File: config.mk
export PLATFORM = sky130hd
export DESIGN_NAME = hex_spiral_index_to_axial
export DESIGN_NICKNAME = d
export VERILOG_FILES = /design/src/hsi_pkg.sv /design/src/hsi_ringend.sv /design/src/hsi_cmpsub.sv /design/src/hex_spiral_index_to_axial.sv
export VERILOG_INCLUDE_DIRS = /design/src /design/src/src
export SDC_FILE = /design/constraint.sdc
export NUM_CORES = 1
export LEC_CHECK = 0
export BUFFER_PORTS_ARGS = -buffer_cell sky130_fd_sc_hd__buf_4
export CORE_MARGIN = 1.5
export CORE_UTILIZATION = 35
export DETAILED_ROUTE_END_ITERATION = 8
export SLEW_MARGIN = 25
export SYNTH_ARGS = -nofsm -noshare
export SYNTH_HDL_FRONTEND = slang
export SYNTH_SLANG_ARGS = --single-unit
File: constraint.sdc
create_clock -name i_clk -period 10 [get_ports i_clk]
set_input_delay 1 -clock i_clk [delete_from_list [all_inputs] [get_ports i_clk]]
set_output_delay 1 -clock i_clk [all_outputs]
set_load 0.05 [all_outputs]
File: src/hex_spiral_index_to_axial_assert.svh
// ----------------------------------------------------------------------------
// Assertion macros for the hexagonal spiral converter
// Concurrent assertion wrappers that compile away in synthesis.
// ----------------------------------------------------------------------------
`ifndef HEX_SPIRAL_INDEX_TO_AXIAL_ASSERT_SVH
`define HEX_SPIRAL_INDEX_TO_AXIAL_ASSERT_SVH

`ifndef SYNTHESIS
`define HSI_ASSERT_IMPL(lbl, clk, rst_n, ante, cons) \
    lbl: assert property (@(posedge clk) disable iff (!rst_n) (ante) |-> (cons)) \
        else $error("hsi assertion failed");
`define HSI_ASSERT_NEXT(lbl, clk, rst_n, ante, cons) \
    lbl: assert property (@(posedge clk) disable iff (!rst_n) (ante) |=> (cons)) \
        else $error("hsi assertion failed");
`else
`define HSI_ASSERT_IMPL(lbl, clk, rst_n, ante, cons)
`define HSI_ASSERT_NEXT(lbl, clk, rst_n, ante, cons)
`endif

`endif

File: src/hsi_pkg.sv
// ----------------------------------------------------------------------------
// hsi_pkg
// Widths, constants, types and direction helpers of the spiral converter.
// ----------------------------------------------------------------------------
package hsi_pkg;

    localparam int IDX_W       = 18;
    localparam int COORD_W     = 9;
    localparam int RING_W      = 8;
    localparam int SEC_W       = 3;
    localparam int STEP_W      = 8;
    localparam int ROOT_W      = 9;
    localparam int RING_FULL_W = ROOT_W + 1;
    localparam int WIDE_W      = 21;
    localparam int TERM_W      = RING_FULL_W + 2;
    localparam int BIT_W       = 4;
    localparam int QUOT_W      = 3;
    localparam int IN_TDATA_W  = 24;
    localparam int OUT_TDATA_W = 40;
    localparam int DEF_MAX_RING = 255;
    localparam logic [SEC_W-1:0] LAST_SECTOR = 3'd5;

    typedef struct packed {
        logic              ge;
        logic [WIDE_W-1:0] diff;
    } t_cmp_res;

    function automatic logic signed [1:0] dir_x(input logic [SEC_W-1:0] sec);
        logic signed [1:0] d;
        case (sec)
            3'd0, 3'd5: d = 2'sb01;
            3'd2, 3'd3: d = 2'sb11;
            default:    d = 2'sb00;
        endcase
        return d;
    endfunction

    function automatic logic signed [1:0] dir_y(input logic [SEC_W-1:0] sec);
        logic signed [1:0] d;
        case (sec)
            3'd1, 3'd2: d = 2'sb01;
            3'd4, 3'd5: d = 2'sb11;
            default:    d = 2'sb00;
        endcase
        return d;
    endfunction

    function automatic logic [SEC_W-1:0] sec_plus2(input logic [SEC_W-1:0] sec);
        logic [SEC_W-1:0] s;
        case (sec)
            3'd4:    s = 3'd0;
            3'd5:    s = 3'd1;
            default: s = sec + 3'd2;
        endcase
        return s;
    endfunction

    function automatic logic signed [TERM_W-1:0] scale(
        input logic signed [1:0]      d,
        input logic [RING_FULL_W-1:0] v
    );
        logic signed [TERM_W-1:0] t;
        t = $signed({2'b00, v});
        case (d)
            2'sb01:  return t;
            2'sb11:  return -t;
            default: return '0;
        endcase
    endfunction

endpackage

File: src/hsi_ringend.sv
// ----------------------------------------------------------------------------
// hsi_ringend
// First spiral index past ring t, 3t(t+1)+1, with one multiplier.
// ----------------------------------------------------------------------------
module hsi_ringend (
    input  logic [hsi_pkg::ROOT_W-1:0] i_root,
    output logic [hsi_pkg::WIDE_W-1:0] o_end
);

    logic [2*hsi_pkg::ROOT_W:0] prod;

    assign prod  = i_root * ({1'b0, i_root} + 10'd1);
    assign o_end = (hsi_pkg::WIDE_W'(prod) << 1) + hsi_pkg::WIDE_W'(prod)
                   + hsi_pkg::WIDE_W'(1);

endmodule

File: src/hsi_cmpsub.sv
// ----------------------------------------------------------------------------
// hsi_cmpsub
// Shared compare and subtract unit used by the ring search, the offset subtraction and the division.
// ----------------------------------------------------------------------------
module hsi_cmpsub (
    input  logic [hsi_pkg::WIDE_W-1:0] i_a,
    input  logic [hsi_pkg::WIDE_W-1:0] i_b,
    output hsi_pkg::t_cmp_res          o_res
);

    logic [hsi_pkg::WIDE_W:0] full;

    assign full       = {1'b0, i_a} - {1'b0, i_b};
    assign o_res.ge   = ~full[hsi_pkg::WIDE_W];
    assign o_res.diff = full[hsi_pkg::WIDE_W-1:0];

endmodule

File: src/hex_spiral_index_to_axial.sv
// ----------------------------------------------------------------------------
// hex_spiral_index_to_axial
// Converts a hexagonal spiral tile index to axial coordinates and ring data.
// ----------------------------------------------------------------------------
// The input stream carries one spiral index per beat in tdata bits 17:0.
// The output stream returns one beat per input: tdata holds coord_x,
// coord_y, ring, sector and step from the lowest bit up, and tuser bit 0
// flags an index past ring MAX_RING, with all tdata fields zero.
// The ring is found one root bit at a time, each bit taking a multiply
// state and a compare state; the offset in the ring is then divided by
// the ring with a three-step restoring division on the same subtractor.
// A regular index passes the root search, the offset subtraction, the division
// and the coordinate state; index zero and indices past the last ring skip them.
// Input ready returns with the edge that loads the output register, so no new
// index is taken while one is in progress; the serial root search sets the rate.
// Synchronous reset clears the sequencer and the output valid.
// A stalled receiver holds the result in the output register; the next
// index can be taken and worked on meanwhile, and waits at the end until
// the output register is free.
// ----------------------------------------------------------------------------
`include "hex_spiral_index_to_axial_assert.svh"

module hex_spiral_index_to_axial #(
    parameter int MAX_RING = hsi_pkg::DEF_MAX_RING
) (
    input  logic                               i_clk,
    input  logic                               i_rst_n,
    input  logic                               i_s_axis_tvalid,
    output logic                               o_s_axis_tready,
    // spiral_index[17:0], zero fill [23:18]
    input  logic [hsi_pkg::IN_TDATA_W-1:0]     i_s_axis_tdata,
    output logic                               o_m_axis_tvalid,
    input  logic                               i_m_axis_tready,
    // coord_x[8:0], coord_y[17:9], ring[25:18], sector[28:26], step[36:29],
    // zero fill [39:37]
    output logic [hsi_pkg::OUT_TDATA_W-1:0]    o_m_axis_tdata,
    // out_of_range[0]
    output logic [0:0]                         o_m_axis_tuser
);

    localparam longint unsigned RANGE_END =
        64'(3) * 64'(MAX_RING) * 64'(MAX_RING + 1) + 64'(1);

    typedef enum logic [2:0] {
        ST_IDLE, ST_MUL, ST_CMP, ST_SUB, ST_DIV, ST_CRD, ST_OUT
    } t_state;

    t_state                             r_state, n_state;
    logic [hsi_pkg::IDX_W-1:0]          r_idx, n_idx;
    logic [hsi_pkg::ROOT_W-1:0]         r_root, n_root;
    logic [hsi_pkg::BIT_W-1:0]          r_bit, n_bit;
    logic [hsi_pkg::WIDE_W-1:0]         r_prod, n_prod;
    logic [hsi_pkg::WIDE_W-1:0]         r_base, n_base;
    logic [hsi_pkg::WIDE_W-1:0]         r_rem, n_rem;
    logic [hsi_pkg::RING_FULL_W-1:0]    r_ring, n_ring;
    logic [hsi_pkg::QUOT_W-1:0]         r_quot, n_quot;
    logic [hsi_pkg::OUT_TDATA_W-1:0]    r_res, n_res;
    logic                               r_res_oor, n_res_oor;
    logic                               r_out_valid, n_out_valid;
    logic [hsi_pkg::OUT_TDATA_W-1:0]    r_out_data, n_out_data;
    logic                               r_out_oor, n_out_oor;

    logic [hsi_pkg::ROOT_W-1:0]         cand;
    logic [hsi_pkg::WIDE_W-1:0]         cand_end;
    logic [hsi_pkg::WIDE_W-1:0]         unit_a, unit_b;
    hsi_pkg::t_cmp_res                  unit_res;
    logic [hsi_pkg::IDX_W-1:0]          in_idx;
    logic                               in_acc;
    logic [hsi_pkg::SEC_W-1:0]          sec;
    logic [hsi_pkg::SEC_W-1:0]          sec2;
    logic [hsi_pkg::RING_FULL_W-1:0]    stp;
    logic signed [hsi_pkg::TERM_W-1:0]  cx, cy;

    assign in_idx = i_s_axis_tdata[hsi_pkg::IDX_W-1:0];
    assign in_acc = i_s_axis_tvalid && (r_state == ST_IDLE);
    assign cand   = r_root | (hsi_pkg::ROOT_W'(1) << r_bit);

    hsi_ringend u_ringend (
        .i_root (cand),
        .o_end  (cand_end)
    );

    always_comb begin
        unique case (r_state)
            ST_CMP: begin
                unit_a = hsi_pkg::WIDE_W'(r_idx);
                unit_b = r_prod;
            end
            ST_SUB: begin
                unit_a = hsi_pkg::WIDE_W'(r_idx);
                unit_b = r_base;
            end
            ST_DIV: begin
                unit_a = r_rem;
                unit_b = hsi_pkg::WIDE_W'(r_ring) << r_bit;
            end
            default: begin
                unit_a = '0;
                unit_b = '0;
            end
        endcase
    end

    hsi_cmpsub u_cmpsub (
        .i_a   (unit_a),
        .i_b   (unit_b),
        .o_res (unit_res)
    );

    assign sec  = (r_quot > hsi_pkg::LAST_SECTOR) ? hsi_pkg::LAST_SECTOR : r_quot;
    assign sec2 = hsi_pkg::sec_plus2(sec);
    assign stp  = r_rem[hsi_pkg::RING_FULL_W-1:0];
    assign cx   = hsi_pkg::scale(hsi_pkg::dir_x(sec), r_ring)
                + hsi_pkg::scale(hsi_pkg::dir_x(sec2), stp);
    assign cy   = hsi_pkg::scale(hsi_pkg::dir_y(sec), r_ring)
                + hsi_pkg::scale(hsi_pkg::dir_y(sec2), stp);

    always_comb begin
        n_state     = r_state;
        n_idx       = r_idx;
        n_root      = r_root;
        n_bit       = r_bit;
        n_prod      = r_prod;
        n_base      = r_base;
        n_rem       = r_rem;
        n_ring      = r_ring;
        n_quot      = r_quot;
        n_res       = r_res;
        n_res_oor   = r_res_oor;
        n_out_valid = r_out_valid && !i_m_axis_tready;
        n_out_data  = r_out_data;
        n_out_oor   = r_out_oor;

        unique case (r_state)
            ST_IDLE: begin
                if (in_acc) begin
                    n_idx  = in_idx;
                    n_root = '0;
                    n_bit  = hsi_pkg::BIT_W'(hsi_pkg::ROOT_W - 1);
                    n_base = hsi_pkg::WIDE_W'(1);
                    n_res  = '0;
                    if (in_idx == '0) begin
                        n_res_oor = 1'b0;
                        n_state   = ST_OUT;
                    end else if (64'(in_idx) >= RANGE_END) begin
                        n_res_oor = 1'b1;
                        n_state   = ST_OUT;
                    end else begin
                        n_res_oor = 1'b0;
                        n_state   = ST_MUL;
                    end
                end
            end
            ST_MUL: begin
                n_prod  = cand_end;
                n_state = ST_CMP;
            end
            ST_CMP: begin
                if (unit_res.ge) begin
                    n_root = cand;
                    n_base = r_prod;
                end
                if (r_bit == '0) begin
                    n_state = ST_SUB;
                end else begin
                    n_bit   = r_bit - hsi_pkg::BIT_W'(1);
                    n_state = ST_MUL;
                end
            end
            ST_SUB: begin
                n_rem   = unit_res.diff;
                n_ring  = {1'b0, r_root} + hsi_pkg::RING_FULL_W'(1);
                n_quot  = '0;
                n_bit   = hsi_pkg::BIT_W'(hsi_pkg::QUOT_W - 1);
                n_state = ST_DIV;
            end
            ST_DIV: begin
                if (unit_res.ge) begin
                    n_rem = unit_res.diff;
                    n_quot[r_bit[1:0]] = 1'b1;
                end
                if (r_bit == '0) begin
                    n_state = ST_CRD;
                end else begin
                    n_bit = r_bit - hsi_pkg::BIT_W'(1);
                end
            end
            ST_CRD: begin
                n_res = hsi_pkg::OUT_TDATA_W'({
                    stp[hsi_pkg::STEP_W-1:0],
                    sec,
                    r_ring[hsi_pkg::RING_W-1:0],
                    cy[hsi_pkg::COORD_W-1:0],
                    cx[hsi_pkg::COORD_W-1:0]
                });
                n_state = ST_OUT;
            end
            ST_OUT: begin
                if (!r_out_valid || i_m_axis_tready) begin
                    n_out_valid = 1'b1;
                    n_out_data  = r_res;
                    n_out_oor   = r_res_oor;
                    n_state     = ST_IDLE;
                end
            end
            default: begin
                n_state = ST_IDLE;
            end
        endcase
    end

    always_ff @(posedge i_clk) begin
        if (!i_rst_n) begin
            r_state     <= ST_IDLE;
            r_out_valid <= 1'b0;
        end else begin
            r_state     <= n_state;
            r_out_valid <= n_out_valid;
        end
        r_idx      <= n_idx;
        r_root     <= n_root;
        r_bit      <= n_bit;
        r_prod     <= n_prod;
        r_base     <= n_base;
        r_rem      <= n_rem;
        r_ring     <= n_ring;
        r_quot     <= n_quot;
        r_res      <= n_res;
        r_res_oor  <= n_res_oor;
        r_out_data <= n_out_data;
        r_out_oor  <= n_out_oor;
    end

    assign o_s_axis_tready = (r_state == ST_IDLE);
    assign o_m_axis_tvalid = r_out_valid;
    assign o_m_axis_tdata  = r_out_data;
    assign o_m_axis_tuser  = r_out_oor;

    `HSI_ASSERT_IMPL(a_oor_zero, i_clk, i_rst_n, o_m_axis_tvalid && o_m_axis_tuser[0], o_m_axis_tdata == '0)
    `HSI_ASSERT_IMPL(a_sector_max, i_clk, i_rst_n, o_m_axis_tvalid, o_m_axis_tdata[28:26] <= hsi_pkg::LAST_SECTOR)
    `HSI_ASSERT_IMPL(a_base_below, i_clk, i_rst_n, r_state == ST_SUB, r_base <= hsi_pkg::WIDE_W'(r_idx))
    `HSI_ASSERT_NEXT(a_accept_busy, i_clk, i_rst_n, i_s_axis_tvalid && o_s_axis_tready, !o_s_axis_tready)

endmodule

==> flow_summary_export.csv <==
group,metric,value,unit
global_route,grt_pass1_vias,9576,
routing,first_iter_violations,620,
worst_setup_path,cp-end-kind,"flip-flop",
timing,fmax,111,MHz
timing,slew_violations,0,
timing,fin_setup_tns,0,ps
global_route,gr-total-overflow,0,
clocking,cts_setup_buffers,0,
logic_synthesis,yosysSeqAreaShare,40.8,%
logic_synthesis,async_reset_ff_share,0,%
logic_synthesis,yosysMostFrequentCell,"edfxtp_1",
logic_synthesis,synth_seq_cells,185,
timing,min_period,9020,ps
timing,worst_pin_slew,835,ps
floorplanning,die_w,200,um
routing,drtPass1Iterations,5,
worst_setup_path,critPathSlowestCell,"edfxtp_1",
cells_and_area,num-fill-cells,3761,
timing,finalClockSkew,24.9,ps
logic_synthesis,netlist_top_cells_area,"edfxtp_1, ha_1, fa_1, nor2_1, inv_1",
logic_synthesis,synth_cells,1320,
cells_and_area,drive_above_1_share,11.6,%
clocking,htreeDepth,4,
flow_run,drv_cap,0,
timing,fin_crit_sh,90.2,%
clocking,cts_buffer_depth,2,
clocking,cts-root-buf,"clkbuf_16",
clocking,numCtsBuffers,17,
logic_synthesis,synth.cell_area,13500,um^2
floorplanning,fp.dieH,200,um
logic_synthesis,synth_edf_count,181,
global_route,grt_pass1_wl,50.0,mm
cells_and_area,fin_nets,1569,
floorplanning,dieArea,39800,um^2
status,status,"finished clean",
worst_setup_path,critical-path-max-stage-delay,740,ps
routing,antenna_left,0,
routing,drc_errors,0,
place,hpwl,23.5,mm
floorplanning,core-area,37800,um^2
place,io_buffer_count,61,
logic_synthesis,yosys-top-cells-count,"edfxtp_1, nor2_1, inv_1",
cells_and_area,antennaDiodeCount,0,
logic_synthesis,yosysTopAreaCell,"edfxtp_1",
logic_synthesis,ys_types,80,
global_route,grt_max_degree,39,
worst_setup_path,crit_fanout,19,
logic_synthesis,synth-main-ff-cell,"edfxtp_1",
timing,finalSetupViolations,0,
worst_setup_path,critPathKind,"reg -> reg",
clocking,cts_sinks,185,
floorplanning,ioPinCount,71,
timing,grt_setup_unrepaired,"false",
global_route,grt_use_total,16.0,%
clocking,clk_latency,450,ps
worst_setup_path,cp.required,10180,ps
clocking,cts_tree,"done",
floorplanning,rows,71,
logic_synthesis,avgSynthCellArea,10.2,um^2
min_path,hp-class,"reg -> reg",
worst_setup_path,arrival,9190,ps
routing,routedWlPerCell,16.2,um
logic_synthesis,synth_top_area_share,40.2,%
routing,wl,30.7,mm
place,gp_congestion,0.920,
timing,finalHoldViolCount,0,
floorplanning,start_util,35.7,%
routing,vias,9843,
worst_setup_path,cp-start-kind,"flip-flop",
clocking,cts.clk_slew.worst_paths,80,ps
logic_synthesis,ys_warn_count,0,
cells_and_area,syn2layout_area_growth,12.8,%
clocking,cts.repair.resized,0,
timing,slew-limit-headroom,44.3,%
clocking,hold_buffers,0,
global_route,antenna_found_initial,0,
routing,via_per_inst,5.20,
==> flip-flops by register name, indices dropped and copies added (netlist names) <==
register,flops
o_m_axis_tdata,37
o_m_axis_tuser,1
o_m_axis_tvalid,1
r_base,20
r_bit,4
r_idx,18
r_prod,20
r_quot,3
r_rem,21
r_res,37
r_res_oor,1
r_ring,10
r_root,9
r_state,3
==> critical path, delay by kind of cell, from the launching register on <==
| family | cells | cell delay [ps] |
|---|---|---|
| XOR/XNOR | 2 | 270 |
| adder cells (fa/ha/maj) | 9 | 3600 |
| AND/OR/NAND/NOR | 9 | 2180 |
| buffers and inverters | 6 | 670 |
| flip-flops | 1 | 740 |
| AO/OA/AOI/OAI | 7 | 1300 |
==> per-stage QoR <==
stage	instance area (um^2)	utilization, %	setup slack (ps)	std cells	hold WS [ps]
4_1_cts	15200	40.2	1010	1892	410
2_1_floorplan	13500	-	1810	1322	400
6_report	15300	40.3	984	1894	412
3_5_place_dp	14600	38.5	1050	1860	405
5_1_grt	15300	40.3	451	1894	413
3_3_place_gp	14600	38.5	1200	1860	401
==> layout by cell type, fill, tap and decap left out, drive strengths merged, types with 19 or more instances in the layout <==
cell type / instances
nor3: 31
xor2: 24
edfxtp: 181
a22o: 19
nor2: 145
inv: 135
nand2: 83
and3: 39
ha: 112
a21oi: 51
o21ai: 73
xnor2: 51
fa: 59
nand3: 25
buf: 83
==> final cells by class <==
| class | instances | area, um^2 | area share (%) |
|---|---|---|---|
| clock buffers | 17 | 425 | 2.79 |
| clock inverters | 15 | 218 | 1.43 |
| inverters | 132 | 495 | 3.25 |
| multi-input cells | 951 | 7320 | 48.0 |
| flip-flops and latches | 185 | 5520 | 36.2 |
| well taps | 511 | 639 | 4.19 |
| repair buffers | 83 | 647 | 4.24 |
==> logic make-up after synthesis <==
group                    count (synthesis)  synth area share (%)
AND/OR/NAND/NOR                        411                  14.5
adder cells (fa/ha/maj)                171                  19.1
buffers and inverters                  186                  5.30
multiplexers                            13                 0.999
flip-flops                             185                  40.8
other                                    1                0.0277
XOR/XNOR                                75                  5.11
AO/OA/AOI/OAI                          278                  14.2
==> per-layer routing <==
metal	track usage [%]	routed length, um
met5	0	0
met4	3.90	445
met3	2.35	1290
met2	27.0	14800
met1	21.5	14100
==> final timing paths <==
check	from	to	slack, ps	depth (start not counted)
worst max-delay path	r_bit[1]	r_prod[19]	980	33
worst min-delay path	r_res[22]	o_m_axis_tdata[22]	410	0
worst max register to register	r_bit[1]	r_prod[19]	980	33
worst min register to register	r_res[22]	o_m_axis_tdata[22]	410	0
Power is not shown: default switching activity piles up to over one toggle a cycle in this logic, so the estimate is an artifact.
